**src/design/cpd_pkg.sv**
```systemverilog
// shared types, register indexes and crc helpers for the packet deframer
// no dependencies; used by cpd_handler_lookup and crc_checked_packet_deframer_top
package cpd_pkg;

    localparam int HANDLER_SLOTS = 4;

    typedef enum logic [1:0] {
        KIND_PAYLOAD  = 2'd0,
        KIND_EMPTY    = 2'd1,
        KIND_OVERSIZE = 2'd2
    } kind_t;

    localparam logic [2:0] REG_MAX_PAYLOAD_LEN = 3'd0;
    localparam logic [2:0] REG_HANDLER_COUNT   = 3'd1;
    localparam logic [2:0] REG_HANDLER_TYPE_0  = 3'd2;

    localparam logic [15:0] CRC_INIT = 16'hFFFF;

    typedef struct packed {
        logic       hit;
        logic [1:0] slot;
    } match_t;

    // crc-16-ccitt, poly 0x1021, one byte, msb first
    function automatic logic [15:0] crc_add(input logic [15:0] crc, input logic [7:0] data);
        logic [7:0] x;
        x = crc[15:8] ^ data;
        x = x ^ (x >> 4);
        return {crc[7:0], 8'h00} ^ {x[3:0], 12'h000} ^ {3'b000, x, 5'b00000}
               ^ {8'h00, x};
    endfunction

    function automatic logic [15:0] crc_header(input logic [31:0] hdr);
        logic [15:0] crc;
        crc = CRC_INIT;
        crc = crc_add(crc, hdr[31:24]);
        crc = crc_add(crc, hdr[23:16]);
        crc = crc_add(crc, hdr[15:8]);
        crc = crc_add(crc, hdr[7:0]);
        return crc;
    endfunction

endpackage

```
**src/design/cpd_handler_lookup.sv**
```systemverilog
// configuration registers and handler type table lookup
// depends on cpd_pkg
module cpd_handler_lookup (
    input  logic                clk,
    input  logic                rst_n,
    input  logic                cfg_write,
    input  logic [2:0]          cfg_index,
    input  logic [15:0]         cfg_data,
    input  logic [15:0]         lookup_type,
    output logic [15:0]         max_payload_len,
    output cpd_pkg::match_t     match
);

    logic [15:0] max_len_reg;
    logic [2:0]  count_reg;
    logic [15:0] type_reg [cpd_pkg::HANDLER_SLOTS];
    logic [2:0]  active_count;

    always_ff @(posedge clk or negedge rst_n)
    begin
        if (!rst_n)
        begin
            max_len_reg <= 16'hFFFF;
            count_reg   <= 3'd0;
            for (int i = 0; i < cpd_pkg::HANDLER_SLOTS; i++)
            begin
                type_reg[i] <= 16'h0000;
            end
        end
        else if (cfg_write)
        begin
            if (cfg_index == cpd_pkg::REG_MAX_PAYLOAD_LEN)
            begin
                max_len_reg <= cfg_data;
            end
            if (cfg_index == cpd_pkg::REG_HANDLER_COUNT)
            begin
                count_reg <= cfg_data[2:0];
            end
            for (int i = 0; i < cpd_pkg::HANDLER_SLOTS; i++)
            begin
                if (cfg_index == cpd_pkg::REG_HANDLER_TYPE_0 + 3'(i))
                begin
                    type_reg[i] <= cfg_data;
                end
            end
        end
    end

    assign active_count = (count_reg > 3'(cpd_pkg::HANDLER_SLOTS))
                        ? 3'(cpd_pkg::HANDLER_SLOTS) : count_reg;

    always_comb
    begin
        match.hit  = 1'b0;
        match.slot = 2'd0;
        for (int i = 0; i < cpd_pkg::HANDLER_SLOTS; i++)
        begin
            if (!match.hit && (3'(i) < active_count) && (type_reg[i] == lookup_type))
            begin
                match.hit  = 1'b1;
                match.slot = 2'(i);
            end
        end
    end

    assign max_payload_len = max_len_reg;

endmodule

```
**src/design/crc_checked_packet_deframer_top.sv**
```systemverilog
// crc-checked packet deframer: one byte per transfer in, at most one result per byte out
// a result is captured in the output register on the transfer of its byte
// throughput: one byte per cycle while the output drains; header crc and handler match are combinational
// the next byte is taken while a result waits, as long as the output register drains
// reset: async low; idle, window and count zero, no result, max_payload_len 65535, handlers 0
// depends on cpd_pkg and cpd_handler_lookup
module crc_checked_packet_deframer_top (
    input  logic        clk,
    input  logic        rst_n,
    input  logic        cfg_write,
    input  logic [2:0]  cfg_index,
    input  logic [15:0] cfg_data,
    input  logic        in_valid,
    output logic        in_ready,
    input  logic [7:0]  in_byte,
    output logic        out_valid,
    input  logic        out_ready,
    output logic [1:0]  kind,
    output logic [7:0]  payload_byte,
    output logic [15:0] byte_offset,
    output logic [15:0] packet_type,
    output logic        last,
    output logic        handler_hit,
    output logic [1:0]  handler_slot
);

    logic [47:0] window_reg, window_next;
    logic        receiving_reg, receiving_next;
    logic [15:0] count_reg, count_next;

    logic        out_valid_reg;
    logic [1:0]  kind_reg;
    logic [7:0]  payload_reg;
    logic [15:0] offset_reg;
    logic [15:0] type_reg;
    logic        last_reg;
    logic        hit_reg;
    logic [1:0]  slot_reg;

    logic        in_fire;
    logic        emit;
    logic [1:0]  emit_kind;
    logic [7:0]  emit_byte;
    logic [15:0] emit_offset;
    logic        emit_last;
    logic [15:0] hdr_size;
    logic [15:0] max_payload_len;
    logic [16:0] count_inc;
    logic [15:0] stored_crc;
    cpd_pkg::match_t match;

    assign in_ready = !out_valid_reg || out_ready;
    assign in_fire  = in_valid && in_ready;

    cpd_handler_lookup u_lookup (
        .clk             (clk),
        .rst_n           (rst_n),
        .cfg_write       (cfg_write),
        .cfg_index       (cfg_index),
        .cfg_data        (cfg_data),
        .lookup_type     (window_next[47:32]),
        .max_payload_len (max_payload_len),
        .match           (match)
    );

    assign count_inc  = {1'b0, count_reg} + 17'd1;
    assign stored_crc = {window_next[7:0], window_next[15:8]};
    assign hdr_size   = window_next[31:16];

    always_comb
    begin
        window_next    = receiving_reg ? window_reg : {window_reg[39:0], in_byte};
        receiving_next = receiving_reg;
        count_next     = count_reg;
        emit           = 1'b0;
        emit_kind      = cpd_pkg::KIND_PAYLOAD;
        emit_byte      = 8'h00;
        emit_offset    = 16'h0000;
        emit_last      = 1'b1;
        if (!receiving_reg)
        begin
            if (cpd_pkg::crc_header(window_next[47:16]) == stored_crc)
            begin
                count_next = 16'h0000;
                if (hdr_size == 16'h0000)
                begin
                    emit      = 1'b1;
                    emit_kind = cpd_pkg::KIND_EMPTY;
                end
                else
                begin
                    receiving_next = 1'b1;
                end
            end
        end
        else if (hdr_size > max_payload_len)
        begin
            receiving_next = 1'b0;
            emit           = 1'b1;
            emit_kind      = cpd_pkg::KIND_OVERSIZE;
        end
        else
        begin
            emit        = 1'b1;
            emit_byte   = in_byte;
            emit_offset = count_reg;
            emit_last   = count_inc >= {1'b0, hdr_size};
            count_next  = count_inc[15:0];
            if (emit_last)
            begin
                receiving_next = 1'b0;
            end
        end
    end

    always_ff @(posedge clk or negedge rst_n)
    begin
        if (!rst_n)
        begin
            window_reg    <= 48'h0;
            receiving_reg <= 1'b0;
            count_reg     <= 16'h0000;
            out_valid_reg <= 1'b0;
        end
        else
        begin
            if (in_fire)
            begin
                window_reg    <= window_next;
                receiving_reg <= receiving_next;
                count_reg     <= count_next;
                out_valid_reg <= emit;
            end
            else if (out_ready)
            begin
                out_valid_reg <= 1'b0;
            end
        end
    end

    always_ff @(posedge clk)
    begin
        if (in_fire && emit)
        begin
            kind_reg    <= emit_kind;
            payload_reg <= emit_byte;
            offset_reg  <= emit_offset;
            type_reg    <= window_next[47:32];
            last_reg    <= emit_last;
            hit_reg     <= match.hit;
            slot_reg    <= match.slot;
        end
    end

    assign out_valid    = out_valid_reg;
    assign kind         = kind_reg;
    assign payload_byte = payload_reg;
    assign byte_offset  = offset_reg;
    assign packet_type  = type_reg;
    assign last         = last_reg;
    assign handler_hit  = hit_reg;
    assign handler_slot = slot_reg;

`ifndef SYNTHESIS
    // every byte taken while receiving yields a result
    assert property (@(posedge clk) disable iff (!rst_n)
        in_fire && receiving_reg |=> out_valid_reg)
        else $error("no result for byte taken while receiving");

    // empty and oversize results are final and carry no byte
    assert property (@(posedge clk) disable iff (!rst_n)
        out_valid_reg && (kind_reg != cpd_pkg::KIND_PAYLOAD)
        |-> last_reg && (payload_reg == 8'h00) && (offset_reg == 16'h0000))
        else $error("non-payload result malformed");

    // a non-final payload byte leaves the deframer receiving
    assert property (@(posedge clk) disable iff (!rst_n)
        out_valid_reg && (kind_reg == cpd_pkg::KIND_PAYLOAD) && !last_reg
        |-> receiving_reg)
        else $error("packet ended without last mark");

    // slot is zero whenever no handler matched
    assert property (@(posedge clk) disable iff (!rst_n)
        out_valid_reg && !hit_reg |-> slot_reg == 2'd0)
        else $error("handler slot set without hit");
`endif

endmodule

```
**config.mk**
```make
export PLATFORM = sky130hd
export DESIGN_NAME = crc_checked_packet_deframer_top
export DESIGN_NICKNAME = d
export VERILOG_FILES = /design/src/design/cpd_pkg.sv /design/src/design/cpd_handler_lookup.sv /design/src/design/crc_checked_packet_deframer_top.sv
export SDC_FILE = /design/constraint.sdc
export NUM_CORES = 1
export LEC_CHECK = 0
export BUFFER_PORTS_ARGS = -buffer_cell sky130_fd_sc_hd__clkbuf_2
export CAP_MARGIN = 10
export CORE_MARGIN = 2
export CORE_UTILIZATION = 61
export CTS_BUF_LIST = sky130_fd_sc_hd__clkbuf_4 sky130_fd_sc_hd__clkbuf_8 sky130_fd_sc_hd__clkbuf_16
export DETAILED_ROUTE_END_ITERATION = 8
export PLACE_DENSITY = 0.85
export SLEW_MARGIN = 25
export SYNTH_ARGS = -nofsm -noshare
export SYNTH_HDL_FRONTEND = slang
export SYNTH_SLANG_ARGS = --single-unit
```
**constraint.sdc**
```tcl
create_clock -name clk -period 5.25 [get_ports clk]
set_input_delay 1.05 -clock clk [delete_from_list [all_inputs] [get_ports clk]]
set_output_delay 1.05 -clock clk [all_outputs]
set_load 0.02 [all_outputs]
```
# Word level (Yosys, flattened, before mapping)
# Index checks and enable logic that the tools add are counted.
[classes]
magnitude_cmp = 7
n_bitwise = 21
eq_ne = 11
reduce_logical = 27
n_mux = 22
add_sub_neg = 1
[ops]
columns = ["op", "n"]
rows = [
  ["$eq 16x16->1", 5],
  ["$xor 16x13->16", 4],
  ["$xor 16x8->16", 4],
  ["$mux 16", 3],
  ["$mux 48", 1],
  ["$xor 16x16->16", 3],
  ["$xor 8x4->8", 4],
  ["$xor 8x8->8", 3],
  ["$add 16x1->17 const B", 1],
  ["$ge 17x16->1", 1],
  ["$gt 16x16->1", 1],
  ["$logic_not 16->1", 1],
  ["$not 8->8", 2],
  ["$mux 1", 12],
  ["$mux 3", 4],
  ["$reduce_and 2->1", 6],
  ["$logic_and 1x1->1", 9],
  ["$eq 3x2->1 const B", 2],
  ["$eq 3x3->1 const B", 2],
  ["$lt 1x3->1 const A", 2],
  ["$lt 2x3->1 const A", 2],
  ["$logic_not 1->1", 4],
  ["$mux 2", 2],
  ["$reduce_bool 2->1", 2],
  ["other kinds (8)", 9],
]
[totals]
out_inout_bits = 48
wordCells = 107
ff_bits = 195
in_bits = 32

# Depth between registers and ports, before layout
[logic_depth]
depth_word = 25
mapped_depth = 17
ltp_nobuf = 15

# Cells and area by module
# From an unflattened synthesis, not the netlist that was laid out.
[unflattened]
cells_unflattened = 956
area_unflattened_um2 = 11531.1
[by_module_without_submodules]
columns = ["mod", "instances", "seq_area_each_um2", "cells_per_inst", "area_each_um2"]
rows = [
  ["crc_checked_packet_deframer_top", 1, 3032.9, 676, 7593.5],
  ["cpd_handler_lookup", 1, 2097.0, 280, 3937.5],
]

# Least setup slack after synthesis
# Ideal clock, no wire load.
[synth_path]
path_type = "reg-to-reg"
start = "register window_reg[36]"
end = "register offset_reg[0], in the netlist byte_offset[0] (enable)"
arrival_time_ns = 3.958
t_required_ns = 4.848
setup_slack_ns = 0.890
setup_time_ns = 0.402
synth_period_minus_slack_ns = 4.360
path_stages_with_launch = 12
n_path_buf = 1
cell_sequence = "dfrtp_1 > buf_6 > xnor3_2 > xor2_1 > mux2i_1 > xnor2_1 > xor2_2 > xnor3_1 > o41ai_2 > nand4_1 > nor3_4 > a21o_1"
[synth_via]
elab_chain_len = 25
[synth_lines]
columns = ["element", "line", "text"]
rows = [
  ["start, declared", "crc_checked_packet_deframer_top.sv:27", "logic [47:0] window_reg, window_next;"],
  ["start signal, assigned", "crc_checked_packet_deframer_top.sv:129", "window_reg <= window_next;"],
  ["$mux 48 (*)", "crc_checked_packet_deframer_top.sv:72", "window_next = receiving_reg ? window_reg : {window_reg[39:0], in_byte};"],
  ["$not 8->8 (no source line)", "n/a", ""],
  ["$xor 8x4->8", "cpd_pkg.sv:28", "x = x ^ (x >> 4);"],
  ["$not 8->8 (no source line)", "n/a", ""],
  ["$xor 16x13->16", "cpd_pkg.sv:29", "return {crc[7:0], 8'h00} ^ {x[3:0], 12'h000} ^ {3'b000, x, 5'b00000}"],
  ["$xor 16x8->16", "cpd_pkg.sv:30", "^ {8'h00, x};"],
  ["$xor 8x8->8", "cpd_pkg.sv:27", "x = crc[15:8] ^ data;"],
  ["$xor 8x4->8", "cpd_pkg.sv:28", ""],
  ["[... 9 more ...]", "n/a", ""],
  ["$xor 8x4->8", "cpd_pkg.sv:28", ""],
  ["$xor 16x16->16", "cpd_pkg.sv:29", ""],
  ["$xor 16x13->16", "cpd_pkg.sv:29", ""],
  ["$xor 16x8->16 (*)", "cpd_pkg.sv:30", ""],
  ["$eq 16x16->1 (*)", "crc_checked_packet_deframer_top.sv:82", "if (cpd_pkg::crc_header(window_next[47:16]) == stored_crc)"],
  ["$mux 1 (*)", "crc_checked_packet_deframer_top.sv:82", ""],
  ["$mux 1 (*)", "crc_checked_packet_deframer_top.sv:80", "if (!receiving_reg)"],
  ["$logic_and 1x1->1 (*)", "crc_checked_packet_deframer_top.sv:143", "if (in_fire && emit)"],
  ["end signal, assigned", "crc_checked_packet_deframer_top.sv:147", "offset_reg <= emit_offset;"],
  ["end, declared", "crc_checked_packet_deframer_top.sv:34", "logic [15:0] offset_reg;"],
]
# Mark *: on every way between the ends. The rest lies on a longest branch, timed or not.
# A chain may end at the register's enable or synchronous reset.

# Worst setup path after layout
[layout_path]
start = "register receiving_reg"
end = "register hit_reg, in the netlist handler_hit (enable)"
[layout_via]
elab_chain_len = 25
elab_cells_between_ends = 27
classes_between = "1 x eq/ne; 4 x mux; 20 x bitwise; 2 x reduce/logical"
[layout_lines]
columns = ["element", "line", "text"]
rows = [
  ["start, declared", "crc_checked_packet_deframer_top.sv:28", "logic receiving_reg, receiving_next;"],
  ["start signal, assigned", "crc_checked_packet_deframer_top.sv:130", "receiving_reg <= receiving_next;"],
  ["$mux 48", "crc_checked_packet_deframer_top.sv:72", ""],
  ["$not 8->8 (no source line)", "n/a", ""],
  ["$xor 8x4->8", "cpd_pkg.sv:28", ""],
  ["$not 8->8 (no source line)", "n/a", ""],
  ["$xor 16x13->16", "cpd_pkg.sv:29", ""],
  ["$xor 16x8->16", "cpd_pkg.sv:30", ""],
  ["$xor 8x8->8", "cpd_pkg.sv:27", ""],
  ["$xor 8x4->8", "cpd_pkg.sv:28", ""],
  ["[... 9 more ...]", "n/a", ""],
  ["$xor 8x4->8", "cpd_pkg.sv:28", ""],
  ["$xor 16x16->16", "cpd_pkg.sv:29", ""],
  ["$xor 16x13->16", "cpd_pkg.sv:29", ""],
  ["$xor 16x8->16", "cpd_pkg.sv:30", ""],
  ["$eq 16x16->1", "crc_checked_packet_deframer_top.sv:82", ""],
  ["$mux 1", "crc_checked_packet_deframer_top.sv:82", ""],
  ["$mux 1 (*)", "crc_checked_packet_deframer_top.sv:80", ""],
  ["$logic_and 1x1->1 (*)", "crc_checked_packet_deframer_top.sv:143", ""],
  ["end signal, assigned", "crc_checked_packet_deframer_top.sv:150", "hit_reg <= match.hit;"],
  ["end, declared", "crc_checked_packet_deframer_top.sv:37", "logic hit_reg;"],
]
# Marks and branches as above.

==> metrics <==
DR vias/cell 6.10; Area growth syn-to-layout 11.8%; CTS tree yes; total gr overflow 0; drt first pass iters 8; worst slew pin tran 1.04 ns; RePlAce Congestion 0.922; Hold Crit Class reg2reg; I/O Buffers 79; Setup TNS 0 ns; asr flop ratio synth 76.4%; worst-skew pair later-pin latency 0.45 ns; CP max FO 46; pin count of the biggest net entering global routing 73; FF/Latch Area 0.00513 mm^2; die width 141 um; Row Count 50; initial antenna violation count 0; total core area 0.0185 mm^2; Routed WL per cell 20.6 um; final hold viol count 0; Routed WL 27400 um; PostCTS Resize Cnt 0; GRT Overall Usage 28.8%; post-synthesis register bit count 195; Seq/Total Area, Yosys 44.9%; EDFF count, synth 46; Main synth FF type dfrtp_1; share of cells above drive strength 1 25.9%; htree depth 4; vias in the first global route 8232; syn_area_per_cell 11.4 um^2; Final nets 1150; Initial DRC Count 704; first-pass GRT wire length 44500 um; antenna diode count 0; critical path endpoint category flop; Max IR drop VDD 397 uV; Hold Buf Count CTS 0; kind of critical path reg2reg; CTS Buf Count 17; Leak 5.48 nW; syn_nets 1072; post-CTS setup buffer count 0; synth top area cells dfrtp_1, edfxtp_1, xnor2_1; RSZ-0062 raised after global routing no; HPWL after DPL 19200 um; critical path launch point type flop; Period Utilization, post-route 88.2%; Max Cap Violations 0; Fillers 1256; required time worst endpoint 5.38 ns; clk buf depth 2; power per cell area 578 mW/mm^2; DRC viols 0; clock sinks 195; Final Max Tran Viols 0; final setup vio count 0; Detail Route Antenna Nets 0; via count 8123; Pwr Total 7.39 mW; outcome completed; worst clock skew 0.0101 ns; Fmax achieved 216 MHz; synthesized instance count 1007; Cell Area, Synth 0.0114 mm^2; Rel. slew slack 28.5%; max FFs per register 64; multi-input logic area 0.00586 mm^2; Die Ht 141 um; Critical Path AT 4.77 ns; count of cell types in the netlist 60; biggest area consumer among synthesized cells dfrtp_1; initial cell density of the core 61.7%; CTS Root Cell clkbuf_16; num ports 80; Synth warnings 0; die area 0.0199 mm^2; Reg clk slew, reported paths 0.08 ns; share of the synthesized area in the top cell type 29.1%; Final min period 4.63 ns
layout make-up:
cell class                      count  share of cell area (%)
Timing Repair Buffer              110                    5.06
Clock buffer                       17                    3.33
Multi-Input combinational cell    697                    45.9
Tap cell                          234                    2.29
Clock inverter                     15                    1.41
Sequential cell                   195                    40.2
Inverter                           64                    1.88
critical path: stages, from the launching register on:
cell     delay (ns)
dfrtp_4        0.54
buf_4          0.34
mux2i_4        0.46
xnor2_1        0.18
xnor2_2        0.29
xnor2_1        0.14
xnor2_1        0.33
xnor3_1        0.43
o41ai_1        0.65
nand2_1        0.24
nor3_4         0.23
a21o_2         0.17
buf_12         0.25
power breakdown:
group          internal [mW]  leakage, nW  switching [mW]
Clock                  0.650        0.297           0.676
Combinational           1.88         3.00            2.06
Sequential              1.83         2.19           0.293
Total                   4.36         5.48            3.03
routing by layer:
layer / up-vias / part of all wire (%) / GRT usage [%]
li1: 3708 / - / -
met1: 4025 / 41 / 38.0
met2: 315 / 49 / 47.0
met3: 75 / 6.6 / 6.18
met4: 0 / 3.2 / 11.1
met5: - / 0 / 0
through the flow:
step                      worst slack [ns]  hold slack, ns  cells  cell area (um^2)  util (%)
after floorplan                      0.890           0.470   1007             11400         -
after CTS                            0.752           0.521   1332             12800      68.9
after detailed placement             0.985           0.505   1300             12200      65.7
after global routing                 0.528           0.542   1332             12800      69.0
final                                0.617           0.516   1332             12800      69.0
after global placement                1.09           0.501   1300             12200      65.7
cells in the final DEF, fill, tap and decap left out, types with 40 or more instances in the layout:
cell,count
clkbuf_2,78
dfrtp_1,132
edfxtp_1,46
inv_1,61
mux2_2,86
mux2i_1,54
nand2_1,63
o21ai_0,53
xnor2_1,125
xor2_1,40
final timing paths:
path                                                          startpoint                                       end  slack, ns  cells after the start
worst max-delay path                           receiving_reg$_DFFE_PN0P_                 handler_hit$_SDFFCE_PP1P_       0.62                     12
worst min register to register  u_lookup.max_payload_len[11]$_DFFE_PN1P_  u_lookup.max_payload_len[11]$_DFFE_PN1P_       0.52                      2
min in group asynchronous                                          rst_n          u_lookup.type_reg[5]$_DFFE_PN0P_       0.61                      1
worst min-delay path            u_lookup.max_payload_len[11]$_DFFE_PN1P_  u_lookup.max_payload_len[11]$_DFFE_PN1P_       0.52                      2
worst max register to register                 receiving_reg$_DFFE_PN0P_                 handler_hit$_SDFFCE_PP1P_       0.62                     12
max in group asynchronous                                          rst_n  u_lookup.max_payload_len[15]$_DFFE_PN1P_       3.59                      2
synth_stat cells, drive strengths merged, types with 3 or more instances:
library cell  number
ha                33
dfrtp            133
nor3               8
a31oi             12
nand4             20
and3              37
dfstp             16
edfxtp            46
mux2              86
or2                4
mux2i             61
xnor2            128
xor2              41
a21oi             17
o21ai             54
inv               64
nor2b              4
nor2              15
a211oi            13
nor4              14
o31ai             13
nand3              9
xnor3             14
a21o               5
o21a              11
o22ai              3
nand2b             4
clkbuf            33
a221oi             3
nand2             64
buf               18
logic make-up (layout without fill, tap and decap cells):
kind of cell	Yosys count	after routing	synth area share [%]
AND/OR/NAND/NOR	192	192	8.86
multiplexers	147	147	14.1
XOR/XNOR	184	184	16.2
AO/OA/AOI/OAI	141	141	8.22
buffers and inverters	115	206	4.18
flip-flops	195	195	44.9
adder cells (fa/ha/maj)	33	33	3.61
No activity file was read; power rests on OpenSTA's default activity.
